[src/rtl/rau_pkg.sv]
`timescale 1ns / 1ps
// ----------------------------------------------------------------------------
// Rational arithmetic unit package
// Operation codes, result codes and the datapath command set shared by the
// controller, the datapath and the top level.
// ----------------------------------------------------------------------------
package rau_pkg;

    localparam int CMD_W     = 3;
    localparam int NUM_OUT_W = 33;
    localparam int DEN_OUT_W = 31;
    localparam int CODE_W    = 2;

    // Operation codes
    localparam logic [CMD_W-1:0] CMD_ADD    = 3'd0;
    localparam logic [CMD_W-1:0] CMD_SUB    = 3'd1;
    localparam logic [CMD_W-1:0] CMD_MUL    = 3'd2;
    localparam logic [CMD_W-1:0] CMD_DIV    = 3'd3;
    localparam logic [CMD_W-1:0] CMD_CMP    = 3'd4;
    localparam logic [CMD_W-1:0] CMD_REDUCE = 3'd5;

    // Compare results
    localparam logic [CODE_W-1:0] ORD_LESS    = 2'd0;
    localparam logic [CODE_W-1:0] ORD_EQUAL   = 2'd1;
    localparam logic [CODE_W-1:0] ORD_GREATER = 2'd2;

    // Status codes
    localparam logic [CODE_W-1:0] ST_OK       = 2'd0;
    localparam logic [CODE_W-1:0] ST_ZERO_DEN = 2'd1;
    localparam logic [CODE_W-1:0] ST_DIV_ZERO = 2'd2;

    // Datapath commands
    typedef enum logic [4:0] {
        DP_NOP,
        DP_LOAD,
        DP_GCD_AB,
        DP_GCD_R,
        DP_DIV_EUC,
        DP_ST_EUC,
        DP_DIV_DA,
        DP_ST_QA,
        DP_DIV_DB,
        DP_ST_QB,
        DP_MUL_LCM,
        DP_MUL_TA,
        DP_MUL_TB,
        DP_SUM,
        DP_MUL_NN,
        DP_MUL_DD,
        DP_MUL_NADB,
        DP_MUL_NBDA,
        DP_MUL_DANB,
        DP_SET_RN,
        DP_MOV_A,
        DP_DIV_RN,
        DP_ST_RN,
        DP_DIV_RD,
        DP_ST_RD,
        DP_FIN_OK,
        DP_FIN_CMP,
        DP_FIN_DEN,
        DP_FIN_DIV,
        DP_FIN_NONE
    } dp_op_t;

    // Datapath status towards the controller
    typedef struct packed {
        logic             div_busy;
        logic             y_zero;
        logic             den_zero;
        logic             nb_zero;
        logic [CMD_W-1:0] cmd;
    } dp_status_t;

endpackage

[src/rtl/rau_div.sv]
`timescale 1ns / 1ps
// ----------------------------------------------------------------------------
// Rational arithmetic unit divider
// Restoring unsigned divider, one quotient bit per cycle. Quotient and
// remainder hold after completion until the next start.
// ----------------------------------------------------------------------------
module rau_div #(
    parameter int DW = 32
) (
    input  logic          aclk,
    input  logic          aresetn,
    input  logic          start,
    input  logic [DW-1:0] dividend,
    input  logic [DW-1:0] divisor,
    output logic          busy,
    output logic [DW-1:0] quot,
    output logic [DW-1:0] rem
);

    localparam int CW = $clog2(DW + 1);

    logic [CW-1:0] cnt_reg, cnt_next;
    logic          busy_reg, busy_next;
    logic [DW-1:0] quot_reg, quot_next;
    logic [DW-1:0] rem_reg, rem_next;
    logic [DW-1:0] dvs_reg, dvs_next;
    logic [DW:0]   shifted;
    logic [DW:0]   diff;

    // Shift in the next dividend bit and try the subtraction
    always_comb begin
        shifted   = {rem_reg, quot_reg[DW-1]};
        diff      = shifted - {1'b0, dvs_reg};
        cnt_next  = cnt_reg;
        busy_next = busy_reg;
        quot_next = quot_reg;
        rem_next  = rem_reg;
        dvs_next  = dvs_reg;
        if (start) begin
            cnt_next  = CW'(DW);
            busy_next = 1'b1;
            quot_next = dividend;
            rem_next  = '0;
            dvs_next  = divisor;
        end else if (busy_reg) begin
            if (!diff[DW]) begin
                rem_next = diff[DW-1:0];
            end else begin
                rem_next = shifted[DW-1:0];
            end
            quot_next = {quot_reg[DW-2:0], ~diff[DW]};
            cnt_next  = cnt_reg - 1'b1;
            if (cnt_reg == CW'(1)) begin
                busy_next = 1'b0;
            end
        end
    end

    // Hold control under reset, advance otherwise
    always_ff @(posedge aclk) begin
        if (!aresetn) begin
            cnt_reg  <= '0;
            busy_reg <= 1'b0;
        end else begin
            cnt_reg  <= cnt_next;
            busy_reg <= busy_next;
        end
        quot_reg <= quot_next;
        rem_reg  <= rem_next;
        dvs_reg  <= dvs_next;
    end

    assign busy = busy_reg;
    assign quot = quot_reg;
    assign rem  = rem_reg;

    property p_count_live;
        @(posedge aclk) disable iff (!aresetn)
        busy_reg |-> cnt_reg != '0;
    endproperty
    a_count_live: assert property (p_count_live)
        else $error("divider busy with empty count");

    property p_start_busy;
        @(posedge aclk) disable iff (!aresetn)
        start |=> busy_reg && cnt_reg == CW'(DW);
    endproperty
    a_start_busy: assert property (p_start_busy)
        else $error("divider did not start");

    property p_finish;
        @(posedge aclk) disable iff (!aresetn)
        busy_reg && !start && cnt_reg == CW'(1) |=> !busy_reg;
    endproperty
    a_finish: assert property (p_finish)
        else $error("divider overran its count");

endmodule

[src/rtl/rau_datapath.sv]
`timescale 1ns / 1ps
// ----------------------------------------------------------------------------
// Rational arithmetic unit datapath
// Operand registers, Euclid registers, a shared multiplier, the shared
// divider and the result registers, all driven by controller commands.
// ----------------------------------------------------------------------------
module rau_datapath #(
    parameter int W = 16
) (
    input  logic                               aclk,
    input  logic                               aresetn,
    input  rau_pkg::dp_op_t                    op,
    output rau_pkg::dp_status_t                status,
    input  logic [rau_pkg::CMD_W-1:0]          in_cmd,
    input  logic signed [W-1:0]                in_num_a,
    input  logic signed [W-1:0]                in_den_a,
    input  logic signed [W-1:0]                in_num_b,
    input  logic signed [W-1:0]                in_den_b,
    output logic signed [rau_pkg::NUM_OUT_W-1:0] res_num,
    output logic [rau_pkg::DEN_OUT_W-1:0]      res_den,
    output logic [rau_pkg::CODE_W-1:0]         res_order,
    output logic [rau_pkg::CODE_W-1:0]         res_status
);

    import rau_pkg::*;

    localparam int DW = 2 * W;
    localparam int NX = (DW + 1 > NUM_OUT_W) ? DW + 1 : NUM_OUT_W;
    localparam int DX = (DW > DEN_OUT_W) ? DW : DEN_OUT_W;

    logic [CMD_W-1:0] cmd_reg;
    logic [W-1:0]     na_reg, da_reg, nb_reg, db_reg;
    logic             na_neg_reg, nb_neg_reg;
    logic [W-1:0]     qa_reg, qb_reg;
    logic [DW-1:0]    x_reg, y_reg;
    logic [DW-1:0]    ta_reg, tb_reg;
    logic [DW-1:0]    rn_reg, rd_reg;
    logic             rn_neg_reg;

    logic signed [NUM_OUT_W-1:0] res_num_reg;
    logic [DEN_OUT_W-1:0]        res_den_reg;
    logic [CODE_W-1:0]           res_order_reg, res_status_reg;

    // Input decode to sign and magnitude
    logic [W-1:0] ua_n, ua_d, ub_n, ub_d;
    logic [W-1:0] ma_n, ma_d, mb_n, mb_d;

    always_comb begin
        ua_n = in_num_a;
        ua_d = in_den_a;
        ub_n = in_num_b;
        ub_d = in_den_b;
        ma_n = ua_n[W-1] ? (~ua_n + 1'b1) : ua_n;
        ma_d = ua_d[W-1] ? (~ua_d + 1'b1) : ua_d;
        mb_n = ub_n[W-1] ? (~ub_n + 1'b1) : ub_n;
        mb_d = ub_d[W-1] ? (~ub_d + 1'b1) : ub_d;
    end

    // Shared multiplier operand selection
    logic [W-1:0]  mul_a, mul_b;
    logic [DW-1:0] prod;

    always_comb begin
        case (op)
            DP_MUL_LCM:  begin mul_a = qa_reg; mul_b = db_reg; end
            DP_MUL_TA:   begin mul_a = na_reg; mul_b = qb_reg; end
            DP_MUL_TB:   begin mul_a = nb_reg; mul_b = qa_reg; end
            DP_MUL_NN:   begin mul_a = na_reg; mul_b = nb_reg; end
            DP_MUL_DD:   begin mul_a = da_reg; mul_b = db_reg; end
            DP_MUL_NADB: begin mul_a = na_reg; mul_b = db_reg; end
            DP_MUL_NBDA: begin mul_a = nb_reg; mul_b = da_reg; end
            DP_MUL_DANB: begin mul_a = da_reg; mul_b = nb_reg; end
            default:     begin mul_a = '0;     mul_b = '0;     end
        endcase
        prod = DW'(mul_a) * DW'(mul_b);
    end

    // Shared divider operand selection
    logic          div_start;
    logic [DW-1:0] div_n, div_d;
    logic          div_busy;
    logic [DW-1:0] div_q, div_r;

    always_comb begin
        div_start = 1'b1;
        div_d     = x_reg;
        case (op)
            DP_DIV_EUC: begin div_n = x_reg; div_d = y_reg; end
            DP_DIV_DA:  div_n = DW'(da_reg);
            DP_DIV_DB:  div_n = DW'(db_reg);
            DP_DIV_RN:  div_n = rn_reg;
            DP_DIV_RD:  div_n = rd_reg;
            default: begin
                div_start = 1'b0;
                div_n     = '0;
            end
        endcase
    end

    rau_div #(.DW(DW)) u_div (
        .aclk     (aclk),
        .aresetn  (aresetn),
        .start    (div_start),
        .dividend (div_n),
        .divisor  (div_d),
        .busy     (div_busy),
        .quot     (div_q),
        .rem      (div_r)
    );

    // Signed-magnitude sum for add and subtract
    logic          tb_neg;
    logic [DW-1:0] sum_mag;
    logic          sum_neg;
    logic          ta_ge;

    always_comb begin
        tb_neg = nb_neg_reg ^ ((cmd_reg == CMD_SUB) && (tb_reg != '0));
        ta_ge  = ta_reg >= tb_reg;
        if (na_neg_reg == tb_neg) begin
            sum_mag = ta_reg + tb_reg;
            sum_neg = na_neg_reg;
        end else if (ta_ge) begin
            sum_mag = ta_reg - tb_reg;
            sum_neg = na_neg_reg;
        end else begin
            sum_mag = tb_reg - ta_reg;
            sum_neg = tb_neg;
        end
    end

    // Exact compare of the cross products
    logic [CODE_W-1:0] cmp_ord;

    always_comb begin
        if (na_neg_reg != nb_neg_reg) begin
            cmp_ord = na_neg_reg ? ORD_LESS : ORD_GREATER;
        end else if (ta_reg == tb_reg) begin
            cmp_ord = ORD_EQUAL;
        end else if (na_neg_reg) begin
            cmp_ord = (ta_reg > tb_reg) ? ORD_LESS : ORD_GREATER;
        end else begin
            cmp_ord = (ta_reg > tb_reg) ? ORD_GREATER : ORD_LESS;
        end
    end

    // Result formatting
    logic [NX-1:0] num_ext;
    logic [DX-1:0] den_ext;

    always_comb begin
        num_ext = NX'(rn_reg);
        if (rn_neg_reg && rn_reg != '0) begin
            num_ext = ~num_ext + 1'b1;
        end
        den_ext = DX'(rd_reg);
    end

    // Apply commands
    always_ff @(posedge aclk) begin
        case (op)
            DP_LOAD: begin
                cmd_reg    <= in_cmd;
                na_reg     <= ma_n;
                da_reg     <= ma_d;
                nb_reg     <= mb_n;
                db_reg     <= mb_d;
                na_neg_reg <= (ua_n[W-1] ^ ua_d[W-1]) && (ma_n != '0);
                nb_neg_reg <= (ub_n[W-1] ^ ub_d[W-1]) && (mb_n != '0);
            end
            DP_GCD_AB: begin
                x_reg <= DW'(da_reg);
                y_reg <= DW'(db_reg);
            end
            DP_GCD_R: begin
                x_reg <= rn_reg;
                y_reg <= rd_reg;
            end
            DP_ST_EUC: begin
                x_reg <= y_reg;
                y_reg <= div_r;
            end
            DP_ST_QA:    qa_reg <= div_q[W-1:0];
            DP_ST_QB:    qb_reg <= div_q[W-1:0];
            DP_MUL_LCM:  rd_reg <= prod;
            DP_MUL_TA:   ta_reg <= prod;
            DP_MUL_TB:   tb_reg <= prod;
            DP_SUM: begin
                rn_reg     <= sum_mag;
                rn_neg_reg <= sum_neg;
            end
            DP_MUL_NN: begin
                rn_reg     <= prod;
                rn_neg_reg <= na_neg_reg ^ nb_neg_reg;
            end
            DP_MUL_DD:   rd_reg <= prod;
            DP_MUL_NADB: ta_reg <= prod;
            DP_MUL_NBDA: tb_reg <= prod;
            DP_MUL_DANB: rd_reg <= prod;
            DP_SET_RN: begin
                rn_reg     <= ta_reg;
                rn_neg_reg <= na_neg_reg ^ nb_neg_reg;
            end
            DP_MOV_A: begin
                rn_reg     <= DW'(na_reg);
                rn_neg_reg <= na_neg_reg;
                rd_reg     <= DW'(da_reg);
            end
            DP_ST_RN:    rn_reg <= div_q;
            DP_ST_RD:    rd_reg <= div_q;
            DP_FIN_OK: begin
                res_num_reg    <= num_ext[NUM_OUT_W-1:0];
                res_den_reg    <= den_ext[DEN_OUT_W-1:0];
                res_order_reg  <= ORD_LESS;
                res_status_reg <= ST_OK;
            end
            DP_FIN_CMP: begin
                res_num_reg    <= '0;
                res_den_reg    <= '0;
                res_order_reg  <= cmp_ord;
                res_status_reg <= ST_OK;
            end
            DP_FIN_DEN: begin
                res_num_reg    <= '0;
                res_den_reg    <= '0;
                res_order_reg  <= ORD_LESS;
                res_status_reg <= ST_ZERO_DEN;
            end
            DP_FIN_DIV: begin
                res_num_reg    <= '0;
                res_den_reg    <= '0;
                res_order_reg  <= ORD_LESS;
                res_status_reg <= ST_DIV_ZERO;
            end
            DP_FIN_NONE: begin
                res_num_reg    <= '0;
                res_den_reg    <= '0;
                res_order_reg  <= ORD_LESS;
                res_status_reg <= ST_OK;
            end
            default: begin
            end
        endcase
    end

    // Status towards the controller
    always_comb begin
        status.div_busy = div_busy;
        status.y_zero   = (y_reg == '0);
        status.den_zero = (da_reg == '0) || ((cmd_reg != CMD_REDUCE) && (db_reg == '0));
        status.nb_zero  = (nb_reg == '0);
        status.cmd      = cmd_reg;
    end

    assign res_num    = res_num_reg;
    assign res_den    = res_den_reg;
    assign res_order  = res_order_reg;
    assign res_status = res_status_reg;

endmodule

[src/rtl/rau_ctrl.sv]
`timescale 1ns / 1ps
// ----------------------------------------------------------------------------
// Rational arithmetic unit controller
// Sequences the datapath through each operation, the Euclid loops and the
// final reduction, and runs both handshakes.
// ----------------------------------------------------------------------------
module rau_ctrl (
    input  logic                aclk,
    input  logic                aresetn,
    input  logic                s_valid,
    output logic                s_ready,
    output logic                m_valid,
    input  logic                m_ready,
    input  rau_pkg::dp_status_t status,
    output rau_pkg::dp_op_t     op
);

    import rau_pkg::*;

    typedef enum logic [4:0] {
        S_IDLE,
        S_CHECK,
        S_GCD_AB,
        S_EUC,
        S_EUC_W,
        S_DA_G,
        S_DA_W,
        S_DB_G,
        S_DB_W,
        S_LCM,
        S_TA,
        S_TB,
        S_SUM,
        S_MNN,
        S_MDD,
        S_MNADB,
        S_MNBDA,
        S_MDANB,
        S_SETRN,
        S_MOV,
        S_RED,
        S_RN_G,
        S_RN_W,
        S_RD_G,
        S_RD_W,
        S_FIN
    } state_t;

    state_t state_reg, state_next;
    dp_op_t fin_reg, fin_next;
    logic   red_reg, red_next;
    logic   m_valid_reg, m_valid_next;

    // Next state and datapath command
    always_comb begin
        state_next   = state_reg;
        fin_next     = fin_reg;
        red_next     = red_reg;
        m_valid_next = m_valid_reg && !m_ready;
        op           = DP_NOP;
        case (state_reg)
            S_IDLE: begin
                if (s_valid) begin
                    op         = DP_LOAD;
                    state_next = S_CHECK;
                end
            end
            S_CHECK: begin
                state_next = S_FIN;
                if (status.cmd > CMD_REDUCE) begin
                    fin_next = DP_FIN_NONE;
                end else if (status.den_zero) begin
                    fin_next = DP_FIN_DEN;
                end else if (status.cmd == CMD_DIV && status.nb_zero) begin
                    fin_next = DP_FIN_DIV;
                end else begin
                    fin_next = DP_FIN_OK;
                    case (status.cmd)
                        CMD_ADD, CMD_SUB: state_next = S_GCD_AB;
                        CMD_MUL:          state_next = S_MNN;
                        CMD_DIV:          state_next = S_MNADB;
                        CMD_CMP: begin
                            fin_next   = DP_FIN_CMP;
                            state_next = S_MNADB;
                        end
                        default:          state_next = S_MOV;
                    endcase
                end
            end
            S_GCD_AB: begin
                op         = DP_GCD_AB;
                red_next   = 1'b0;
                state_next = S_EUC;
            end
            S_EUC: begin
                if (status.y_zero) begin
                    state_next = red_reg ? S_RN_G : S_DA_G;
                end else begin
                    op         = DP_DIV_EUC;
                    state_next = S_EUC_W;
                end
            end
            S_EUC_W: begin
                if (!status.div_busy) begin
                    op         = DP_ST_EUC;
                    state_next = S_EUC;
                end
            end
            S_DA_G: begin
                op         = DP_DIV_DA;
                state_next = S_DA_W;
            end
            S_DA_W: begin
                if (!status.div_busy) begin
                    op         = DP_ST_QA;
                    state_next = S_DB_G;
                end
            end
            S_DB_G: begin
                op         = DP_DIV_DB;
                state_next = S_DB_W;
            end
            S_DB_W: begin
                if (!status.div_busy) begin
                    op         = DP_ST_QB;
                    state_next = S_LCM;
                end
            end
            S_LCM: begin
                op         = DP_MUL_LCM;
                state_next = S_TA;
            end
            S_TA: begin
                op         = DP_MUL_TA;
                state_next = S_TB;
            end
            S_TB: begin
                op         = DP_MUL_TB;
                state_next = S_SUM;
            end
            S_SUM: begin
                op         = DP_SUM;
                state_next = S_RED;
            end
            S_MNN: begin
                op         = DP_MUL_NN;
                state_next = S_MDD;
            end
            S_MDD: begin
                op         = DP_MUL_DD;
                state_next = S_RED;
            end
            S_MNADB: begin
                op         = DP_MUL_NADB;
                state_next = (status.cmd == CMD_CMP) ? S_MNBDA : S_MDANB;
            end
            S_MNBDA: begin
                op         = DP_MUL_NBDA;
                state_next = S_FIN;
            end
            S_MDANB: begin
                op         = DP_MUL_DANB;
                state_next = S_SETRN;
            end
            S_SETRN: begin
                op         = DP_SET_RN;
                state_next = S_RED;
            end
            S_MOV: begin
                op         = DP_MOV_A;
                state_next = S_RED;
            end
            S_RED: begin
                op         = DP_GCD_R;
                red_next   = 1'b1;
                state_next = S_EUC;
            end
            S_RN_G: begin
                op         = DP_DIV_RN;
                state_next = S_RN_W;
            end
            S_RN_W: begin
                if (!status.div_busy) begin
                    op         = DP_ST_RN;
                    state_next = S_RD_G;
                end
            end
            S_RD_G: begin
                op         = DP_DIV_RD;
                state_next = S_RD_W;
            end
            S_RD_W: begin
                if (!status.div_busy) begin
                    op         = DP_ST_RD;
                    state_next = S_FIN;
                end
            end
            S_FIN: begin
                // Deliver only once the output slot is free
                if (!m_valid_reg || m_ready) begin
                    op           = fin_reg;
                    m_valid_next = 1'b1;
                    state_next   = S_IDLE;
                end
            end
            default: state_next = S_IDLE;
        endcase
    end

    // Hold state and the output valid
    always_ff @(posedge aclk) begin
        if (!aresetn) begin
            state_reg   <= S_IDLE;
            fin_reg     <= DP_FIN_NONE;
            red_reg     <= 1'b0;
            m_valid_reg <= 1'b0;
        end else begin
            state_reg   <= state_next;
            fin_reg     <= fin_next;
            red_reg     <= red_next;
            m_valid_reg <= m_valid_next;
        end
    end

    assign s_ready = (state_reg == S_IDLE);
    assign m_valid = m_valid_reg;

    property p_idle_div_quiet;
        @(posedge aclk) disable iff (!aresetn)
        state_reg == S_IDLE |-> !status.div_busy;
    endproperty
    a_idle_div_quiet: assert property (p_idle_div_quiet)
        else $error("divider busy while idle");

    property p_fin_waits;
        @(posedge aclk) disable iff (!aresetn)
        state_reg == S_FIN && m_valid_reg && !m_ready |=> state_reg == S_FIN;
    endproperty
    a_fin_waits: assert property (p_fin_waits)
        else $error("result overwrote an untaken transaction");

    property p_euc_return;
        @(posedge aclk) disable iff (!aresetn)
        state_reg == S_EUC_W && !status.div_busy |=> state_reg == S_EUC;
    endproperty
    a_euc_return: assert property (p_euc_return)
        else $error("Euclid loop lost its step");

endmodule

[src/rtl/rational_arithmetic_unit.sv]
`timescale 1ns / 1ps
// ----------------------------------------------------------------------------
// Rational arithmetic unit
// Add, subtract, multiply, divide, compare or reduce two signed fractions,
// giving a fully reduced result with a positive denominator.
// ----------------------------------------------------------------------------
// One transaction is in work at a time. Latency is data dependent and is set
// by the shared restoring divider: each division, Euclid step included, runs
// to completion between issue and store. An item's time grows with E+D, where E
// is the total number of Euclid steps and D the number of plain divisions: two
// GCDs and four divisions for add and subtract, one GCD and two divisions for
// multiply, divide and reduce. Compare and error cases run no division. A new
// transaction is taken while a result still waits on the output.
module rational_arithmetic_unit #(
    parameter int OPERAND_WIDTH = 16
) (
    input  logic                                 aclk,
    input  logic                                 aresetn,
    input  logic                                 s_valid,
    output logic                                 s_ready,
    input  logic [rau_pkg::CMD_W-1:0]            s_cmd,
    input  logic signed [OPERAND_WIDTH-1:0]      s_num_a,
    input  logic signed [OPERAND_WIDTH-1:0]      s_den_a,
    input  logic signed [OPERAND_WIDTH-1:0]      s_num_b,
    input  logic signed [OPERAND_WIDTH-1:0]      s_den_b,
    output logic                                 m_valid,
    input  logic                                 m_ready,
    output logic signed [rau_pkg::NUM_OUT_W-1:0] m_res_num,
    output logic [rau_pkg::DEN_OUT_W-1:0]        m_res_den,
    output logic [rau_pkg::CODE_W-1:0]           m_order,
    output logic [rau_pkg::CODE_W-1:0]           m_status
);

    import rau_pkg::*;

    dp_op_t     op;
    dp_status_t status;

    rau_ctrl u_ctrl (
        .aclk    (aclk),
        .aresetn (aresetn),
        .s_valid (s_valid),
        .s_ready (s_ready),
        .m_valid (m_valid),
        .m_ready (m_ready),
        .status  (status),
        .op      (op)
    );

    rau_datapath #(.W(OPERAND_WIDTH)) u_datapath (
        .aclk       (aclk),
        .aresetn    (aresetn),
        .op         (op),
        .status     (status),
        .in_cmd     (s_cmd),
        .in_num_a   (s_num_a),
        .in_den_a   (s_den_a),
        .in_num_b   (s_num_b),
        .in_den_b   (s_den_b),
        .res_num    (m_res_num),
        .res_den    (m_res_den),
        .res_order  (m_order),
        .res_status (m_status)
    );

endmodule

[config.mk]
export PLATFORM = sky130hd
export DESIGN_NAME = rational_arithmetic_unit
export DESIGN_NICKNAME = d
export VERILOG_FILES = /design/src/rtl/rau_pkg.sv /design/src/rtl/rau_div.sv /design/src/rtl/rau_datapath.sv /design/src/rtl/rau_ctrl.sv /design/src/rtl/rational_arithmetic_unit.sv
export SDC_FILE = /design/constraint.sdc
export NUM_CORES = 2
export LEC_CHECK = 0
export BUFFER_PORTS_ARGS = -buffer_cell sky130_fd_sc_hd__buf_2
export CAP_MARGIN = 10
export CORE_AREA = 2 2 292 294
export CTS_CLUSTER_SIZE = 8
export DETAILED_ROUTE_END_ITERATION = 16
export DIE_AREA = 0 0 294 296
export HOLD_SLACK_MARGIN = 0.08
export PLACE_DENSITY_LB_ADDON = 0.3
export RECOVER_POWER = 100
export SKIP_LAST_GASP = 1
export SLEW_MARGIN = 10
export SYNTH_ARGS = -nofsm -noshare
export SYNTH_HDL_FRONTEND = slang
export SYNTH_SLANG_ARGS = --single-unit
export TNS_END_PERCENT = 10
[constraint.sdc]
create_clock -name aclk -period 10.4 [get_ports aclk]
set_input_delay 0.52 -clock aclk [delete_from_list [all_inputs] [get_ports aclk]]
set_output_delay 0.52 -clock aclk [all_outputs]
set_load 0.02 [all_outputs]
# Word level (Yosys, flattened, before mapping)

Index checks and enable logic that the tools add are counted.

Output and inout bits: 70
Bits in registers: 477
Input port bits: 71

$add $sub $neg: 10
Reductions and logical operators: 48
Magnitude comparators: 3
Multiply operators: 1
Bitwise logic cells: 11
Equal/unequal tests: 70
Muxes and demuxes: 68

Operators with widths:

| kind                    | number |
|---|---|
| $pmux W32 S5            | 2 |
| $pmux W32 S3            | 3 |
| $mux W32                | 6 |
| $pmux W5 S25            | 1 |
| $eq A5 B5 Y1 const B    | 24 |
| $pmux W5 S22            | 1 |
| $mux W5                 | 18 |
| $eq A5 B4 Y1 const B    | 16 |
| $pmux W16 S5            | 1 |
| $pmux W33 S2            | 1 |
| $add A16 B1 Y16 const B | 4 |
| $not A16 Y16            | 4 |
| $pmux W16 S4            | 1 |
| $reduce_bool A32 Y1     | 2 |
| $sub A32 B32 Y32        | 2 |
| $pmux W31 S2            | 1 |
| $logic_not A16 Y1       | 3 |
| $eq A5 B3 Y1 const B    | 8 |
| $add A33 B1 Y33 const B | 1 |
| $mux W33                | 1 |
| $not A32 Y33            | 1 |
| $sub A33 B32 Y33        | 1 |
| $add A32 B32 Y32        | 1 |
| $eq A32 B32 Y1          | 1 |
| 45 further kinds        | 107 |

# Longest topological paths before layout

Depth in word-level cells: 9
Depth in mapped cells: 34
Mapped depth without buffers: 30

# By module

A second synthesis with hierarchy kept.

Cells, all modules: 3987
Area, all modules: 38283.0 µm²

By module, submodules not included:

| module       | instances | area an instance (µm²) | cells an instance |
|---|---|---|---|
| rau_datapath | 1         | 31217.4                | 3243 |
| rau_div      | 1         | 5992.0                 | 589 |
| rau_ctrl     | 1         | 1073.5                 | 155 |

# Worst setup path after synthesis

No wires, ideal clock.

Path type: flip-flop to flip-flop
Start point: register u_ctrl.state_reg[0]
End point: register u_datapath.rn_reg[31] (data pin)
Library setup time: 0.271 ns
Stages on the path, launching flop included: 32
Clock period less this slack: 9.038 ns
Arrival time: 8.766 ns
Buffers on the path: 5
Path slack: 1.362 ns
Path through: dfxtp_1 -> clkbuf_1 -> clkbuf_1 -> nor2b_1 -> nand2_1 -> o22ai_1 -> clkbuf_1 -> a22oi_1 -> nand2_1 -> clkbuf_1 -> nand2_1 -> fa_1 -> fa_1 -> inv_1 -> fa_1 -> fa_1 -> fa_1 -> inv_1 -> fa_1 -> inv_1 -> ha_1 -> clkbuf_1 -> a21oi_1 -> o211ai_1 -> o2111ai_1 -> o31ai_1 -> o41ai_1 -> o21ai_0 -> o41ai_1 -> xnor2_1 -> a222oi_1 -> o21ai_0

Longest elaborated chain between the ends: 7
Elaborated cells between the ends (all ways): 47

RTL lines:

| element                                                               | line                | source |
|---|---|---|
| from (decl)                                                           | rau_ctrl.sv:49      | `state_t state_reg, state_next;` |
| from (signal assigned)                                                | rau_ctrl.sv:218     | `state_reg <= state_next;` |
| $eq A5 B5 Y1, or another cell as far along                            | rau_ctrl.sv:61      | `case (state_reg)` |
| $pmux W5 S25 (*)                                                      | rau_ctrl.sv:61      |  |
| $eq A5 B4 Y1 or $eq A5 B5 Y1 (tied branches)                          | rau_datapath.sv:64  | `case (op)` |
| $reduce_or A3 Y1 (no source line) or $reduce_or A2 Y1 (tied branches) | --                  |  |
| $pmux W16 S5 or $pmux W16 S4 (tied branches)                          | rau_datapath.sv:64  |  |
| $mul A16 B16 Y32 (*)                                                  | rau_datapath.sv:75  | `prod = DW'(mul_a) * DW'(mul_b);` |
| named net u_datapath.prod[31]                                         | rau_datapath.sv:61  | `logic [DW-1:0] prod;` |
| $pmux W32 S5 (*)                                                      | rau_datapath.sv:161 | `case (op)` |
| to (signal assigned)                                                  | rau_datapath.sv:189 | `rn_reg <= sum_mag;` |
| to (signal assigned)                                                  | rau_datapath.sv:193 | `rn_reg <= prod;` |
| to (signal assigned)                                                  | rau_datapath.sv:201 | `rn_reg <= ta_reg;` |
| to (decl)                                                             | rau_datapath.sv:37  | `logic [DW-1:0] rn_reg, rd_reg;` |

Mark *: on every way through the listed nets, which the timed path passes. The rest lies on a longest branch.
A chain may end at the register's enable or synchronous reset.

# Worst setup path in the final report

Start point: register u_ctrl.state_reg[1]
End point: register u_datapath.rn_reg[31] (data pin)

Same word-level chain as after synthesis.

==> summary.txt <==
Status
  • Status: finished, violations left
  • Failing checks: capacitance limit, slew limit

Cells and area
  • Final nets: 4,507
  • Commonest non-fill, non-tap cell in the layout: edfxtp_1
  • Commonest non-fill, non-tap cells in the layout: edfxtp_1, nand2_1, inv_1
  • Number of flip-flops in the largest register: 33
  • Diode count: 0
  • Filler cells: 7,900
  • Layout area overhead: 10.4%
  • Share of layout cells above drive strength 1: 0.0670

Timing
  • Setup total negative slack: 0 ns
  • Max-slew violations: 821
  • Final Critical Period: 9.76 ns
  • Layout Skew: 0.0335 ns
  • Crit share post-route: 0.938
  • Worst-Margin Slew: 3.91 ns
  • Fmax: 0.102 GHz
  • Setup violations, final: 0
  • Max_slew headroom: -1.61
  • Hold_ws: 0.139 ns
  • Final-report hold violation count: 0
  • RSZ-0062 raised after global routing: false

Synthesis
  • Synth Cell Area: 0.0374 mm2
  • Fraction of registers with async set/reset: 0
  • Synthesis warning total: 0
  • Sequential element share of the synthesized area: 0.369
  • Post-synthesis mux area share: 0.0223
  • Post-Synth Simple-Gate Area: 0.145
  • Number of synthesized flops with an enable pin: 426
  • Gate Count Post-Synth: 3,902
  • Largest family of logic cells by synthesized area: adder cells
  • Post-Synthesis Net Count: 4,408
  • Fraction of the mapped netlist area in adder cells: 0.185
  • Register bit total from synthesis: 475
  • Syn Area/Cell: 9.57 um2
  • Synth unique cells: 80
  • Synth Area in XOR/XNOR: 0.0417
  • Synth Area in Compound Gates: 0.179
  • Top FF cell, synth: edfxtp_1

Global route
  • Largest net degree at the start of global routing: 70
  • Tot GR Track Use: 0.286
  • First-pass GRT wire length: 188 mm
  • GRT overflow: 0
  • Initial antenna violation count: 3
  • Vias in the first global route: 29,900

Die
  • Starting Density: 0.444
  • Horiz. Die Dim: 294 um
  • Rows: 107
  • Die area: 0.0870 mm2
  • Die H: 296 um
  • Top Ports: 141
  • Total core area: 0.0842 mm2

Route
  • Drt wl/cell: 24.8 um
  • Top Metal Used: met5
  • Post-route antenna net violation count: 0
  • WL met2: 56.2 mm
  • Via density per instance: 6.18
  • Iter 0 DRT Violations: 4,013
  • WL final: 128 mm
  • 1st-pass router iterations: 10
  • Drc violations: 0
  • DR vias: 31,700
  • M1 WL: 53.5 mm
  • Met3 WL: 12.9 mm

Worst hold path
  • HP Class: primary input to register
  • Hold endpoint: u_datapath.nb_reg[0]$_DFFE_PN_
  • HP Start: s_num_b[0]
  • Hold path depth: 1

Placement
  • Placer Congestion: 0.984
  • Detailed placement HPWL: 96.9 mm
  • Port bufs: 140

Power
  • IR Drop Worst-Case VDD: 160 uV
  • Pwr/cell area: 212 mW/mm2
  • Psw: 3.59 mW
  • Clk pwr share: 0.248
  • Leakage: 16.3 nW
  • Internal Power: 5.15 mW
  • Flop pwr share: 0.378
  • Combinational share of power: 0.374
  • Sw Ratio: 0.411

Setup path
  • Slowest cell delay on critical path: 0.85 ns
  • RR Endpoint: u_datapath.rn_reg[31]$_DFFE_PP_
  • R2R cell count: 25
  • Kind of critical path: register to register
  • CP max FO: 37
  • Critical Path Slowest Stage Cell: dfxtp_1
  • Worst setup EP type: register
  • CP delay by family, top: adder cells
  • CP most frequent cell: fa_1
  • Setup crit start kind: register
  • Worst path arrival time: 10.06 ns
  • RR Startpoint: u_ctrl.state_reg[1]$_SDFFE_PN0P_
  • Slack of the worst reg-to-reg path: 0.64 ns
  • Critical path data required time: 10.70 ns
  • Worst path bufs/invs: 5

CTS
  • Clock Path Buffers: 3
  • CTS H-tree depth: 3
  • Sink Count: 475
  • CTS buffer count: 71
  • Clk pin slew, worst setup/hold paths: 0.06 ns
  • Clock insertion delay at the later pin of the skew report: 0.63 ns
  • Postcts setup bufs: 0
  • Post-CTS sizing: 0
  • CTS Root Cell: clkbuf_16
  • CTS tree: built

Run
  • MaxCap Viol Count: 18
## synthesized netlist by cell type (43+ instances only)
library cell / instances / share of area
a22oi_1: 96 / 0.019
o21ai_0: 190 / 0.025
xor2_1: 63 / 0.015
nand2_1: 421 / 0.042
dfxtp_1: 49 / 0.026
a21oi_1: 222 / 0.030
a222oi_1: 47 / 0.013
a31oi_1: 44 / 0.0074
nor4_1: 43 / 0.0072
a22o_1: 68 / 0.016
inv_1: 378 / 0.038
nand2b_1: 46 / 0.0077
fa_1: 198 / 0.11
xnor2_1: 115 / 0.027
nor3_1: 60 / 0.0080
nor2b_1: 60 / 0.010
clkbuf_1: 176 / 0.018
ha_1: 237 / 0.079
nor2_1: 355 / 0.036
edfxtp_1: 426 / 0.34
## cells by family after synthesis
logic type      Yosys count
simple gates           1182
compound gates          983
buf+inv                 571
flops                   475
fa+ha+maj               435
xor+xnor                178
mux                      78
## power groups by stage
stage	combinational, mW	sequential [mW]	clock (mW)
floorplan	2.26	2.93	0
global placement	3.16	3.25	0
detailed placement	3.18	3.25	0
CTS	3.20	3.23	2.19
global route	3.54	3.31	2.27
finish	3.26	3.30	2.17
## through the flow
stage | instances | utilization | power, mW | cell area (um2) | worst slack (ns)
floorplan | 3902 | - | 5.19 | 37400 | 1.36
global placement | 5014 | 0.468 | 6.41 | 39400 | 1.20
detailed placement | 5014 | 0.468 | 6.43 | 39400 | 0.970
CTS | 5132 | 0.493 | 8.61 | 41500 | 0.877
global route | 5133 | 0.490 | 9.11 | 41200 | 0.155
finish | 5133 | 0.490 | 8.73 | 41200 | 0.641
## how the worst max path moves through the flow
stage          cells after the start                               to                             start  slack, ns
2_1_floorplan                     31  u_datapath.rn_reg[31]$_DFFE_PP_  u_ctrl.state_reg[0]$_SDFFE_PN0P_       1.36
4_1_cts                           27  u_datapath.rn_reg[31]$_DFFE_PP_  u_ctrl.state_reg[1]$_SDFFE_PN0P_       0.88
3_3_place_gp                      27  u_datapath.rn_reg[31]$_DFFE_PP_  u_ctrl.state_reg[2]$_SDFFE_PN0P_       1.20
5_1_grt                           25  u_datapath.rn_reg[31]$_DFFE_PP_  u_ctrl.state_reg[1]$_SDFFE_PN0P_       0.15
3_5_place_dp                      27  u_datapath.rn_reg[31]$_DFFE_PP_  u_ctrl.state_reg[1]$_SDFFE_PN0P_       0.97
6_report                          25  u_datapath.rn_reg[31]$_DFFE_PP_  u_ctrl.state_reg[1]$_SDFFE_PN0P_       0.64
## routing by layer
layer  vias to the layer above  GRT usage
li1                      14200          -
met1                     15500      0.404
met2                      1729      0.441
met3                       296     0.0531
met4                         2      0.101
met5                         -          0
## timing repair
item / CTS / global route
setup endpoints to repair: 0 / 0
hold buffers: 3 / 0
hold endpoints to repair: 3 / 0
## final cells by class
type                            count  area (um2)  share of cell area
Multi-Input combinational cell   2856       21500               0.522
Sequential cell                   475       13800               0.334
Clock buffer                      106        1960              0.0475
Inverter                          380        1430              0.0346
Tap cell                         1090        1360              0.0331
Timing Repair Buffer              217        1070              0.0260
Clock inverter                      9         108             0.00261
No activity file was read; power rests on OpenSTA's default activity.
